==> config.mk <==
export PLATFORM = sky130hd
export DESIGN_NAME = biquad_cascade_filter_top_flat
export DESIGN_NICKNAME = d
export VERILOG_FILES = /design/src/rtl/bqc_pkg.sv /design/src/rtl/bqc_in_if.sv /design/src/rtl/bqc_out_if.sv /design/src/rtl/biquad_cascade_filter_top.sv /design/src/flat_wrapper.sv
export SDC_FILE = /design/constraint.sdc
export NUM_CORES = 2
export LEC_CHECK = 0
export BUFFER_PORTS_ARGS = -buffer_cell sky130_fd_sc_hd__buf_4
export CAP_MARGIN = 10
export CORE_MARGIN = 10
export CORE_UTILIZATION = 55
export CTS_CLUSTER_SIZE = 16
export DETAILED_ROUTE_END_ITERATION = 6
export PLACE_DENSITY = 0.71
export REMOVE_ABC_BUFFERS = 1
export SYNTH_ARGS = -nofsm -noshare
export SYNTH_HDL_FRONTEND = slang
export SYNTH_SLANG_ARGS = --single-unit
==> constraint.sdc <==
create_clock -name clk -period 11.1 [get_ports clk]
set_input_delay 1.11 -clock clk [delete_from_list [all_inputs] [get_ports clk]]
set_output_delay 1.11 -clock clk [all_outputs]
set_load 0.02 [all_outputs]
==> src/rtl/bqc_pkg.sv <==
// bqc_pkg: shared types and codes of the biquad cascade filter
// no dependencies; used by the channel interfaces and the top level
`timescale 1ns / 1ps

package bqc_pkg;

  localparam int SAMPLE_W = 16;
  localparam int COEF_W   = 20;
  localparam int STATE_W  = 40;
  localparam int PROD_W   = 36;
  localparam int ACC_W    = 42;
  localparam int SLOTS    = 5;

  typedef logic        [1:0]          cmd_t;
  typedef logic        [2:0]          slot_t;
  typedef logic        [2:0]          nsec_t;
  typedef logic signed [SAMPLE_W-1:0] sample_t;
  typedef logic signed [COEF_W-1:0]   coef_t;
  typedef logic signed [STATE_W-1:0]  state_t;
  typedef logic signed [PROD_W-1:0]   prod_t;
  typedef logic signed [ACC_W-1:0]    acc_t;

  // commands
  localparam cmd_t CMD_FILTER = 2'd0;
  localparam cmd_t CMD_WRITE  = 2'd1;
  localparam cmd_t CMD_CLEAR  = 2'd2;

  // coefficient slots within a section
  localparam slot_t SLOT_B0 = 3'd0;
  localparam slot_t SLOT_B1 = 3'd1;
  localparam slot_t SLOT_B2 = 3'd2;
  localparam slot_t SLOT_A1 = 3'd3;
  localparam slot_t SLOT_A2 = 3'd4;

  // saturation bounds
  localparam acc_t STATE_MAX = acc_t'(64'sd549755813887);
  localparam acc_t STATE_MIN = acc_t'(-64'sd549755813888);
  localparam logic signed [25:0] OUT_MAX = 26'sd32767;
  localparam logic signed [25:0] OUT_MIN = -26'sd32768;

endpackage

==> src/rtl/bqc_in_if.sv <==
// bqc_in_if: command channel of the biquad cascade filter
// depends on bqc_pkg for payload types
`timescale 1ns / 1ps

interface bqc_in_if;
  logic             valid;
  logic             ready;
  bqc_pkg::cmd_t    cmd;
  bqc_pkg::sample_t sample_in;
  logic [1:0]       coef_section;
  bqc_pkg::slot_t   coef_slot;
  bqc_pkg::coef_t   coef_value;

  modport source(output valid, cmd, sample_in, coef_section, coef_slot, coef_value,
                 input ready);
  modport sink(input valid, cmd, sample_in, coef_section, coef_slot, coef_value,
               output ready);
endinterface

==> src/rtl/bqc_out_if.sv <==
// bqc_out_if: result channel of the biquad cascade filter
// depends on bqc_pkg for payload types
`timescale 1ns / 1ps

interface bqc_out_if;
  logic             valid;
  logic             ready;
  bqc_pkg::sample_t sample_out;
  logic             clipped;

  modport source(output valid, sample_out, clipped, input ready);
  modport sink(input valid, sample_out, clipped, output ready);
endinterface

==> src/rtl/biquad_cascade_filter_top.sv <==
// a filter beat runs states P0, Y, Z1A, Z1B, Z2A, Z2B per active section, then
//   DONE, which waits for a free output register; with no active sections it goes to DONE
// one filter beat at a time: a new command is taken only in IDLE; the beat uses the single
//   shared multiplier and the one coefficient read port (five products per section)
// coefficient writes and clears give no result
// reset (rst, synchronous): coefficients and delay states read as zero,
//   active_sections is 1, both channels empty
// depends on bqc_pkg, bqc_in_if and bqc_out_if
`timescale 1ns / 1ps

module biquad_cascade_filter_top #(
  parameter int SECTIONS = 4
) (
  input  logic                clk,
  input  logic                rst,
  input  logic                cfg_wr_en,
  input  bqc_pkg::nsec_t      cfg_wr_data,
  bqc_in_if.sink              in_ch,
  bqc_out_if.source           out_ch
);

  localparam int COEFS = SECTIONS * bqc_pkg::SLOTS;
  localparam int CA_W  = $clog2(COEFS);
  localparam int SEC_W = (SECTIONS > 1) ? $clog2(SECTIONS) : 1;
  localparam int CNT_W = $clog2(SECTIONS + 1);

  // sequencer: one state per multiply of a section, plus one that writes z2 and steps on
  typedef enum logic [7:0] {
    S_IDLE = 8'b0000_0001,
    S_P0   = 8'b0000_0010,  // b0*x
    S_Y    = 8'b0000_0100,  // y = round(b0*x + z1), b1*x
    S_Z1A  = 8'b0000_1000,  // b1*x + z2, a1*y
    S_Z1B  = 8'b0001_0000,  // z1 written, b2*x
    S_Z2A  = 8'b0010_0000,  // a2*y
    S_Z2B  = 8'b0100_0000,  // z2 written, next section
    S_DONE = 8'b1000_0000   // result into output register
  } seq_t;

  seq_t state;

  // configuration
  bqc_pkg::nsec_t active_sections;

  always_ff @(posedge clk) begin
    if (rst) begin
      active_sections <= 3'd1;
    end else if (cfg_wr_en) begin
      active_sections <= cfg_wr_data;
    end
  end

  logic [CNT_W-1:0] n_start;
  assign n_start = (int'(active_sections) > SECTIONS) ? CNT_W'(SECTIONS)
                                                      : CNT_W'(active_sections);

  logic in_acc;
  assign in_ch.ready = (state == S_IDLE);
  assign in_acc      = in_ch.valid && in_ch.ready;

  // working registers
  logic [SEC_W-1:0] sec;
  logic [CA_W-1:0]  base;
  logic [CNT_W-1:0] n_eff;
  bqc_pkg::sample_t x;
  bqc_pkg::sample_t y;
  bqc_pkg::prod_t   prod;
  bqc_pkg::acc_t    acc;
  logic             clip;

  logic last;
  assign last = (CNT_W'(sec) + CNT_W'(1)) == n_eff;

  // coefficient store: one write and one read port, valid bit per entry
  bqc_pkg::coef_t   coef_mem [COEFS];
  logic [COEFS-1:0] coef_vld;
  logic [CA_W-1:0]  coef_raddr;
  logic [CA_W-1:0]  coef_waddr;
  logic             coef_we;
  bqc_pkg::coef_t   coef_rd;
  logic             coef_rd_vld;
  bqc_pkg::coef_t   coef_val;

  assign coef_we = in_acc && (in_ch.cmd == bqc_pkg::CMD_WRITE)
                   && (int'(in_ch.coef_section) < SECTIONS)
                   && (in_ch.coef_slot <= bqc_pkg::SLOT_A2);
  assign coef_waddr = CA_W'(int'(in_ch.coef_section) * bqc_pkg::SLOTS
                            + int'(in_ch.coef_slot));

  always_comb begin
    case (state)
      S_P0:    coef_raddr = base + CA_W'(bqc_pkg::SLOT_B1);
      S_Y:     coef_raddr = base + CA_W'(bqc_pkg::SLOT_A1);
      S_Z1A:   coef_raddr = base + CA_W'(bqc_pkg::SLOT_B2);
      S_Z1B:   coef_raddr = base + CA_W'(bqc_pkg::SLOT_A2);
      S_Z2B:   coef_raddr = last ? CA_W'(bqc_pkg::SLOT_B0) : base + CA_W'(bqc_pkg::SLOTS);
      default: coef_raddr = CA_W'(bqc_pkg::SLOT_B0);
    endcase
  end

  always_ff @(posedge clk) begin
    if (coef_we) begin
      coef_mem[coef_waddr] <= in_ch.coef_value;
    end
    coef_rd     <= coef_mem[coef_raddr];
    coef_rd_vld <= coef_vld[coef_raddr];
  end

  always_ff @(posedge clk) begin
    if (rst) begin
      coef_vld <= '0;
    end else if (coef_we) begin
      coef_vld[coef_waddr] <= 1'b1;
    end
  end

  assign coef_val = coef_rd_vld ? coef_rd : '0;

  // delay state stores, one entry per section; a clear drops the valid bits
  bqc_pkg::state_t     d1_mem [SECTIONS];
  bqc_pkg::state_t     d2_mem [SECTIONS];
  logic [SECTIONS-1:0] d1_vld;
  logic [SECTIONS-1:0] d2_vld;
  logic [SEC_W-1:0]    d_raddr;
  bqc_pkg::state_t     d1_rd;
  bqc_pkg::state_t     d2_rd;
  logic                d1_rd_vld;
  logic                d2_rd_vld;
  bqc_pkg::acc_t       d1_val;
  bqc_pkg::acc_t       d2_val;
  logic                d1_we;
  logic                d2_we;
  logic                clr;

  // next section's states are fetched while the current one finishes;
  // its own entries are written only after they were read
  always_comb begin
    case (state)
      S_IDLE:  d_raddr = '0;
      S_Z2B:   d_raddr = last ? '0 : SEC_W'(sec + SEC_W'(1));
      default: d_raddr = sec;
    endcase
  end

  assign clr   = in_acc && (in_ch.cmd == bqc_pkg::CMD_CLEAR);
  assign d1_we = (state == S_Z1B);
  assign d2_we = (state == S_Z2B);

  // saturated new states
  bqc_pkg::acc_t   z_sum;
  bqc_pkg::state_t z_sat;
  logic            z_clip;

  assign z_sum = acc - bqc_pkg::acc_t'(prod);

  always_comb begin
    if (z_sum > bqc_pkg::STATE_MAX) begin
      z_sat  = bqc_pkg::STATE_MAX[bqc_pkg::STATE_W-1:0];
      z_clip = 1'b1;
    end else if (z_sum < bqc_pkg::STATE_MIN) begin
      z_sat  = bqc_pkg::STATE_MIN[bqc_pkg::STATE_W-1:0];
      z_clip = 1'b1;
    end else begin
      z_sat  = z_sum[bqc_pkg::STATE_W-1:0];
      z_clip = 1'b0;
    end
  end

  always_ff @(posedge clk) begin
    if (d1_we) begin
      d1_mem[sec] <= z_sat;
    end
    if (d2_we) begin
      d2_mem[sec] <= z_sat;
    end
    d1_rd     <= d1_mem[d_raddr];
    d2_rd     <= d2_mem[d_raddr];
    d1_rd_vld <= d1_vld[d_raddr];
    d2_rd_vld <= d2_vld[d_raddr];
  end

  always_ff @(posedge clk) begin
    if (rst || clr) begin
      d1_vld <= '0;
      d2_vld <= '0;
    end else begin
      if (d1_we) begin
        d1_vld[sec] <= 1'b1;
      end
      if (d2_we) begin
        d2_vld[sec] <= 1'b1;
      end
    end
  end

  assign d1_val = d1_rd_vld ? bqc_pkg::acc_t'(d1_rd) : '0;
  assign d2_val = d2_rd_vld ? bqc_pkg::acc_t'(d2_rd) : '0;

  // shared multiplier: coefficient times section input or section output
  bqc_pkg::sample_t mul_opnd;
  bqc_pkg::prod_t   mul;

  assign mul_opnd = ((state == S_Z1A) || (state == S_Z2A)) ? y : x;
  assign mul      = bqc_pkg::prod_t'(coef_val) * bqc_pkg::prod_t'(mul_opnd);

  // section output: add half an lsb, floor to q1.15, saturate
  bqc_pkg::acc_t      y_sum;
  logic signed [25:0] y_q;
  bqc_pkg::sample_t   y_sat;
  logic               y_clip;

  assign y_sum = bqc_pkg::acc_t'(prod) + d1_val + bqc_pkg::acc_t'(32768);
  assign y_q   = y_sum[bqc_pkg::ACC_W-1:16];

  always_comb begin
    if (y_q > bqc_pkg::OUT_MAX) begin
      y_sat  = bqc_pkg::OUT_MAX[15:0];
      y_clip = 1'b1;
    end else if (y_q < bqc_pkg::OUT_MIN) begin
      y_sat  = bqc_pkg::OUT_MIN[15:0];
      y_clip = 1'b1;
    end else begin
      y_sat  = y_q[15:0];
      y_clip = 1'b0;
    end
  end

  // output register
  logic out_load;
  assign out_load = (state == S_DONE) && (!out_ch.valid || out_ch.ready);

  always_ff @(posedge clk) begin
    if (rst) begin
      out_ch.valid <= 1'b0;
    end else if (out_load) begin
      out_ch.valid <= 1'b1;
    end else if (out_ch.ready) begin
      out_ch.valid <= 1'b0;
    end
  end

  always_ff @(posedge clk) begin
    if (out_load) begin
      out_ch.sample_out <= x;
      out_ch.clipped    <= clip;
    end
  end

  // sequencer
  always_ff @(posedge clk) begin
    if (rst) begin
      state <= S_IDLE;
    end else begin
      case (state)
        S_IDLE: begin
          if (in_acc && (in_ch.cmd == bqc_pkg::CMD_FILTER)) begin
            state <= (n_start == '0) ? S_DONE : S_P0;
          end
        end
        S_P0:  state <= S_Y;
        S_Y:   state <= S_Z1A;
        S_Z1A: state <= S_Z1B;
        S_Z1B: state <= S_Z2A;
        S_Z2A: state <= S_Z2B;
        S_Z2B: state <= last ? S_DONE : S_P0;
        S_DONE: begin
          if (out_load) begin
            state <= S_IDLE;
          end
        end
        default: state <= S_IDLE;
      endcase
    end
  end

  // datapath registers
  always_ff @(posedge clk) begin
    case (state)
      S_IDLE: begin
        if (in_acc && (in_ch.cmd == bqc_pkg::CMD_FILTER)) begin
          x     <= in_ch.sample_in;
          clip  <= 1'b0;
          sec   <= '0;
          base  <= '0;
          n_eff <= n_start;
        end
      end
      S_P0: begin
        prod <= mul;
      end
      S_Y: begin
        y    <= y_sat;
        clip <= clip | y_clip;
        prod <= mul;
      end
      S_Z1A: begin
        acc  <= bqc_pkg::acc_t'(prod) + d2_val;
        prod <= mul;
      end
      S_Z1B: begin
        clip <= clip | z_clip;
        acc  <= '0;
        prod <= mul;
      end
      S_Z2A: begin
        acc  <= bqc_pkg::acc_t'(prod);
        prod <= mul;
      end
      S_Z2B: begin
        clip <= clip | z_clip;
        x    <= y;
        if (!last) begin
          sec  <= SEC_W'(sec + SEC_W'(1));
          base <= base + CA_W'(bqc_pkg::SLOTS);
        end
      end
      default: begin
      end
    endcase
  end

`ifndef SYNTH
  // a filter beat with sections to run starts the first section next cycle
  a_start: assert property (@(posedge clk) disable iff (rst)
    (in_acc && (in_ch.cmd == bqc_pkg::CMD_FILTER) && (n_start != '0)) |=> (state == S_P0))
    else $error("filter beat did not start the section sequence");

  // the section counter stays below the active count while sections run
  a_sec_range: assert property (@(posedge clk) disable iff (rst)
    ((state != S_IDLE) && (state != S_DONE)) |-> (CNT_W'(sec) < n_eff))
    else $error("section counter ran past the active sections");

  // a new result appears only from the completion state
  a_out_src: assert property (@(posedge clk) disable iff (rst)
    $rose(out_ch.valid) |-> $past(state == S_DONE))
    else $error("result raised outside completion");

  // a clear leaves every delay state reading as zero
  a_clear: assert property (@(posedge clk) disable iff (rst)
    clr |=> ((d1_vld == '0) && (d2_vld == '0)))
    else $error("clear left delay states valid");
`endif

endmodule
==> src/flat_wrapper.sv <==
// flat-port wrapper written by rule: the top's interface ports become plain ports
module biquad_cascade_filter_top_flat 
#(
  parameter int SECTIONS = 4
)
  (clk, rst, cfg_wr_en, cfg_wr_data, in_ch_valid, in_ch_cmd, in_ch_sample_in, in_ch_coef_section, in_ch_coef_slot, in_ch_coef_value, in_ch_ready, out_ch_valid, out_ch_sample_out, out_ch_clipped, out_ch_ready);
  bqc_in_if in_ch_i ();
  bqc_out_if out_ch_i ();
  input  logic clk;
  input  logic rst;
  input  logic cfg_wr_en;
  input  bqc_pkg::nsec_t cfg_wr_data;
  input wire logic [$bits(in_ch_i.valid)-1:0] in_ch_valid;
  input wire logic [$bits(in_ch_i.cmd)-1:0] in_ch_cmd;
  input wire logic [$bits(in_ch_i.sample_in)-1:0] in_ch_sample_in;
  input wire logic [$bits(in_ch_i.coef_section)-1:0] in_ch_coef_section;
  input wire logic [$bits(in_ch_i.coef_slot)-1:0] in_ch_coef_slot;
  input wire logic [$bits(in_ch_i.coef_value)-1:0] in_ch_coef_value;
  output wire logic [$bits(in_ch_i.ready)-1:0] in_ch_ready;
  output wire logic [$bits(out_ch_i.valid)-1:0] out_ch_valid;
  output wire logic [$bits(out_ch_i.sample_out)-1:0] out_ch_sample_out;
  output wire logic [$bits(out_ch_i.clipped)-1:0] out_ch_clipped;
  input wire logic [$bits(out_ch_i.ready)-1:0] out_ch_ready;
  assign in_ch_i.valid = in_ch_valid;
  assign in_ch_i.cmd = in_ch_cmd;
  assign in_ch_i.sample_in = in_ch_sample_in;
  assign in_ch_i.coef_section = in_ch_coef_section;
  assign in_ch_i.coef_slot = in_ch_coef_slot;
  assign in_ch_i.coef_value = in_ch_coef_value;
  assign in_ch_ready = in_ch_i.ready;
  assign out_ch_valid = out_ch_i.valid;
  assign out_ch_sample_out = out_ch_i.sample_out;
  assign out_ch_clipped = out_ch_i.clipped;
  assign out_ch_i.ready = out_ch_ready;
  biquad_cascade_filter_top #(.SECTIONS(SECTIONS)) u_core (.clk(clk), .rst(rst), .cfg_wr_en(cfg_wr_en), .cfg_wr_data(cfg_wr_data), .in_ch(in_ch_i), .out_ch(out_ch_i));
endmodule
==> results.md <==
* Status: completed
* Clock sinks at ~1000
* Critical Path Fanout Max at 25
* Met2 Track Usage GR at a little under two fifths
* Pins Over Slew Limit at 0
* Pin count of the biggest net entering global routing at 170
* Dpl ws at ~1.9 ns
* Mapped Cells at about 5100
* Critical R2R Capture: u_core.prod[34]
* Final setup skew at slightly above 0.05 ns
* Most used routing layer in global routing: met2
* Crit path capture type: flip-flop
* # rows at roughly 120
* VDD IR max at 0.204 mV
* Worst Reg-to-Reg Cells at 23
* Via density at slightly below 6
* Mapped Area at roughly 0.056 sq mm
* Clk pin slew, worst setup/hold paths at 0.06 ns
* Synthesized flop and latch total at ~1000
* Fillers at about 8200
* H-tree levels at 3
* First-pass GRT wire length at 224000 um
* Cell mode on critical path: fa_1
* Cell variety after synth at slightly below 90
* RR Startpoint: u_core.state[0]
* Routed WL at around 150000 um
* Synth Area per Inst at approximately 11 sq um
* Critical path class: reg2reg
* FMAX at around 110 MHz
* P_leak at around 25 nW
* DRC viols at 0
* Sequential fraction of the synthesis area at about half
* Cts hold-fix bufs at 0
* Setup bufs post-CTS at 0
* Yosys top cell area share at a little under half
* Total CTS buffers at between 100 and 150
* Met1 Track Usage GR at a little over a third
* Worst-margin pin slew at ~1.2 ns
* Iteration-0 DRC Markers at 4250
* Post-synth EDFFs at 858
* Layout Nets at 5754
* Initial core utilization at roughly 55%
* Startpoint Class: flip-flop
* Critical path's slowest cell: mux2i_2
* Vias in the first global route at 37525
* Ys flop type: edfxtp_1
* CTS tree: built
* Io pins at 70
* P&R area growth vs syn at 9.47%
* WP buf/inv at 2
* Reg2reg setup slack at 1.73 ns
* WL per Instance at between 20 and 25 um
* YS warnings at 0
* RePlAce Congestion at roughly 0.95
* Hold worst-path end: u_core.d1_vld[0]
* Die W at between 300 and 400 um
* Worst min path class: reg2reg
* Post-route minimum period at roughly 9.4 ns
* # Max-Cap Violations at 0
* Post-route setup slack at roughly 1.7 ns
* Final setup violation count at 0
* Utilization after layout at approximately three fifths
* ANT nets after route at 0
* PostCTS Resize Cnt at 0
* PD cells at around 180 mW/mm^2
* Grt ovf at 0
* PortBufs at roughly 70
* CP Cell Sequence: or4_1 > or3_1 > nor3b_1 > nor2_4 > mux2i_2 > nor2_1 > fa_1 > fa_1 > fa_1 > fa_1 > fa_1 > inv_1 > fa_1 > inv_1 > ha_1 > nand4_1 > or4b_2 > a311oi_1 > o21ai_0 > a31oi_1 > a21o_1 > a21oi_1 > xnor2_1
* Clock Path Buffers at 3
* Worst Path Arrival at between 9 and 10 ns
* Crit path largest cell delay at approximately 1.1 ns
* Unrepaired setup endpoints after global routing: no
* Skew-Pair Late Insertion Delay at around 0.7 ns
* CP delay by family, top: adder cells
* Core region area at a little over 0.1 sq mm
* Critical Path RT at around 12 ns
* Period utilization at between 80% and 90%
* DRT Pass-1 Iters at 6
* Root Buffer: clkbuf_16
* Share of cells above drive strength 1 at under 10%
* Initial antenna violation count at 4
* Leading post-synthesis cells by cell area: edfxtp_1, fa_1, nand2_1
* Die ar. at between 0.1 and 0.15 sq mm
* Die Y-Extent at 340 um
* Met3 Use GR at 4.27%
* Fraction of registers with async set/reset at 0%
* Total Routing Usage GR at approximately a quarter
* Register Area at between 0.02 and 0.03 sq mm
* DP Wirelength at 96000 um
* Final Hold Fails at 0
* Hold Crit Start: u_core.d1_vld[0]
* Area leader, netlist: edfxtp_1
* Max-slew headroom at approximately 15%
* Hold Path Stages at 2
* Multi-input gate area at approximately 0.025 sq mm
* Detailed-route via count at a little under 40000
==> sequential cells by signal (all words and copies together) (netlist names), 4 cells and up <==
signal	cells
u_core.out_ch.sample_out	16
u_core.prod	36
u_core.d2_mem	160
u_core.coef_vld	20
u_core.coef_mem	400
u_core.d2_rd	40
u_core.coef_rd	20
u_core.d1_vld	4
u_core.d1_mem	160
u_core.y	16
u_core.acc	42
u_core.x	16
u_core.state	8
u_core.d1_rd	40
u_core.base	5
u_core.d2_vld	4
==> stage by stage <==
step | setup TNS, ns | cell area (sq um) | std cells | hold WS, ns | power, W
5_1_grt | 0 | 61800 | 6571 | 0.479 | 0.0117
3_5_place_dp | 0 | 58400 | 6379 | 0.451 | 0.00771
4_1_cts | 0 | 61800 | 6569 | 0.466 | 0.0112
3_3_place_gp | 0 | 58400 | 6379 | 0.443 | 0.00766
6_report | 0 | 61800 | 6572 | 0.460 | 0.0112
2_1_floorplan | -19.29 | 55500 | 4887 | 0.420 | 0.00684
==> per-layer routing <==
layer / vias to the layer above / wire length [um] / part of all wire [%]
li1: 17766 / - / -
met1: 19317 / 63800 / 43
met2: 1634 / 65900 / 45
met3: 248 / 12800 / 8.7
met4: 6 / 4150 / 2.8
met5: - / 35 / 0.024
==> cell type report <==
cell class	instances	area share (%)
inverters	454	2.76
diodes	1	0.00405
well taps	1368	2.77
repair buffers	126	1.58
flip-flops and latches	1001	46.3
clock inverters	50	1.01
clock buffers	140	4.49
multi-input cells	3432	41.1
==> placed cells by master, fill, tap and decap left out, types with 22 or more instances in the layout <==
master,netlist,final
nor3_1,28,28
o31ai_1,30,30
o21ai_0,147,146
and3_1,54,54
clkbuf_16,0,102
dfxtp_1,143,142
o21a_1,22,22
clkbuf_1,177,30
and2_1,199,191
xor2_1,64,64
a21oi_1,139,139
nor2_1,326,309
inv_1,454,454
buf_4,8,122
edfxtp_1,858,858
a21o_1,62,62
nand2_1,910,909
nand3_1,193,192
nand2b_1,33,33
a211oi_1,92,92
a311oi_1,87,87
or3_1,24,24
a31oi_1,91,91
fa_1,322,322
ha_1,265,265
xnor2_1,71,71
==> how the worst max path moves through the flow <==
stage / startpoint / to / slack, ns / cells past startpoint
CTS: u_core.state[0] / u_core.prod[34] / 1.78 / 23
finish: u_core.state[0] / u_core.prod[34] / 1.73 / 23
detailed placement: u_core.state[0] / u_core.prod[34] / 1.86 / 23
floorplan: u_core.state[0] / u_core.d1_rd_vld / -0.41 / 9
global placement: u_core.state[0] / u_core.prod[34] / 2.05 / 23
global route: u_core.state[0] / u_core.prod[34] / 1.31 / 23
==> cell families after synthesis <==
group	count (synthesis)	share of synthesized area, %
AOI/OAI and AO/OA	810	9.68
xor gates and xnor gates	135	2.09
adders and majority gates	587	17.3
buffers and inverters	694	4.75
DFF	1001	50.7
muxes	31	0.569
and+or+nand+nor	1869	14.9
==> power by group <==
part | internal [W] | total, W | switching (W)
Combinational | 0.00113 | 0.00312 | 0.00199
Sequential | 0.00441 | 0.00457 | 0.000160
Clock | 0.00200 | 0.00346 | 0.00146
==> synth_stat cells (71+ instances only) <==
library cell,instances
nand3_1,193
a211oi_1,92
edfxtp_1,858
dfxtp_1,143
nand2_1,910
clkbuf_1,177
fa_1,322
a311oi_1,87
o21ai_0,147
inv_1,454
ha_1,265
xnor2_1,71
a31oi_1,91
and2_1,199
nor2_1,326
a21oi_1,139
==> worst min-delay path, stage by stage, from the launching register on <==
cell	delay (ns)
dfxtp_1	0.31
nor2_1	0.04
nor2_1	0.07
No activity file was read; power rests on OpenSTA's default activity.
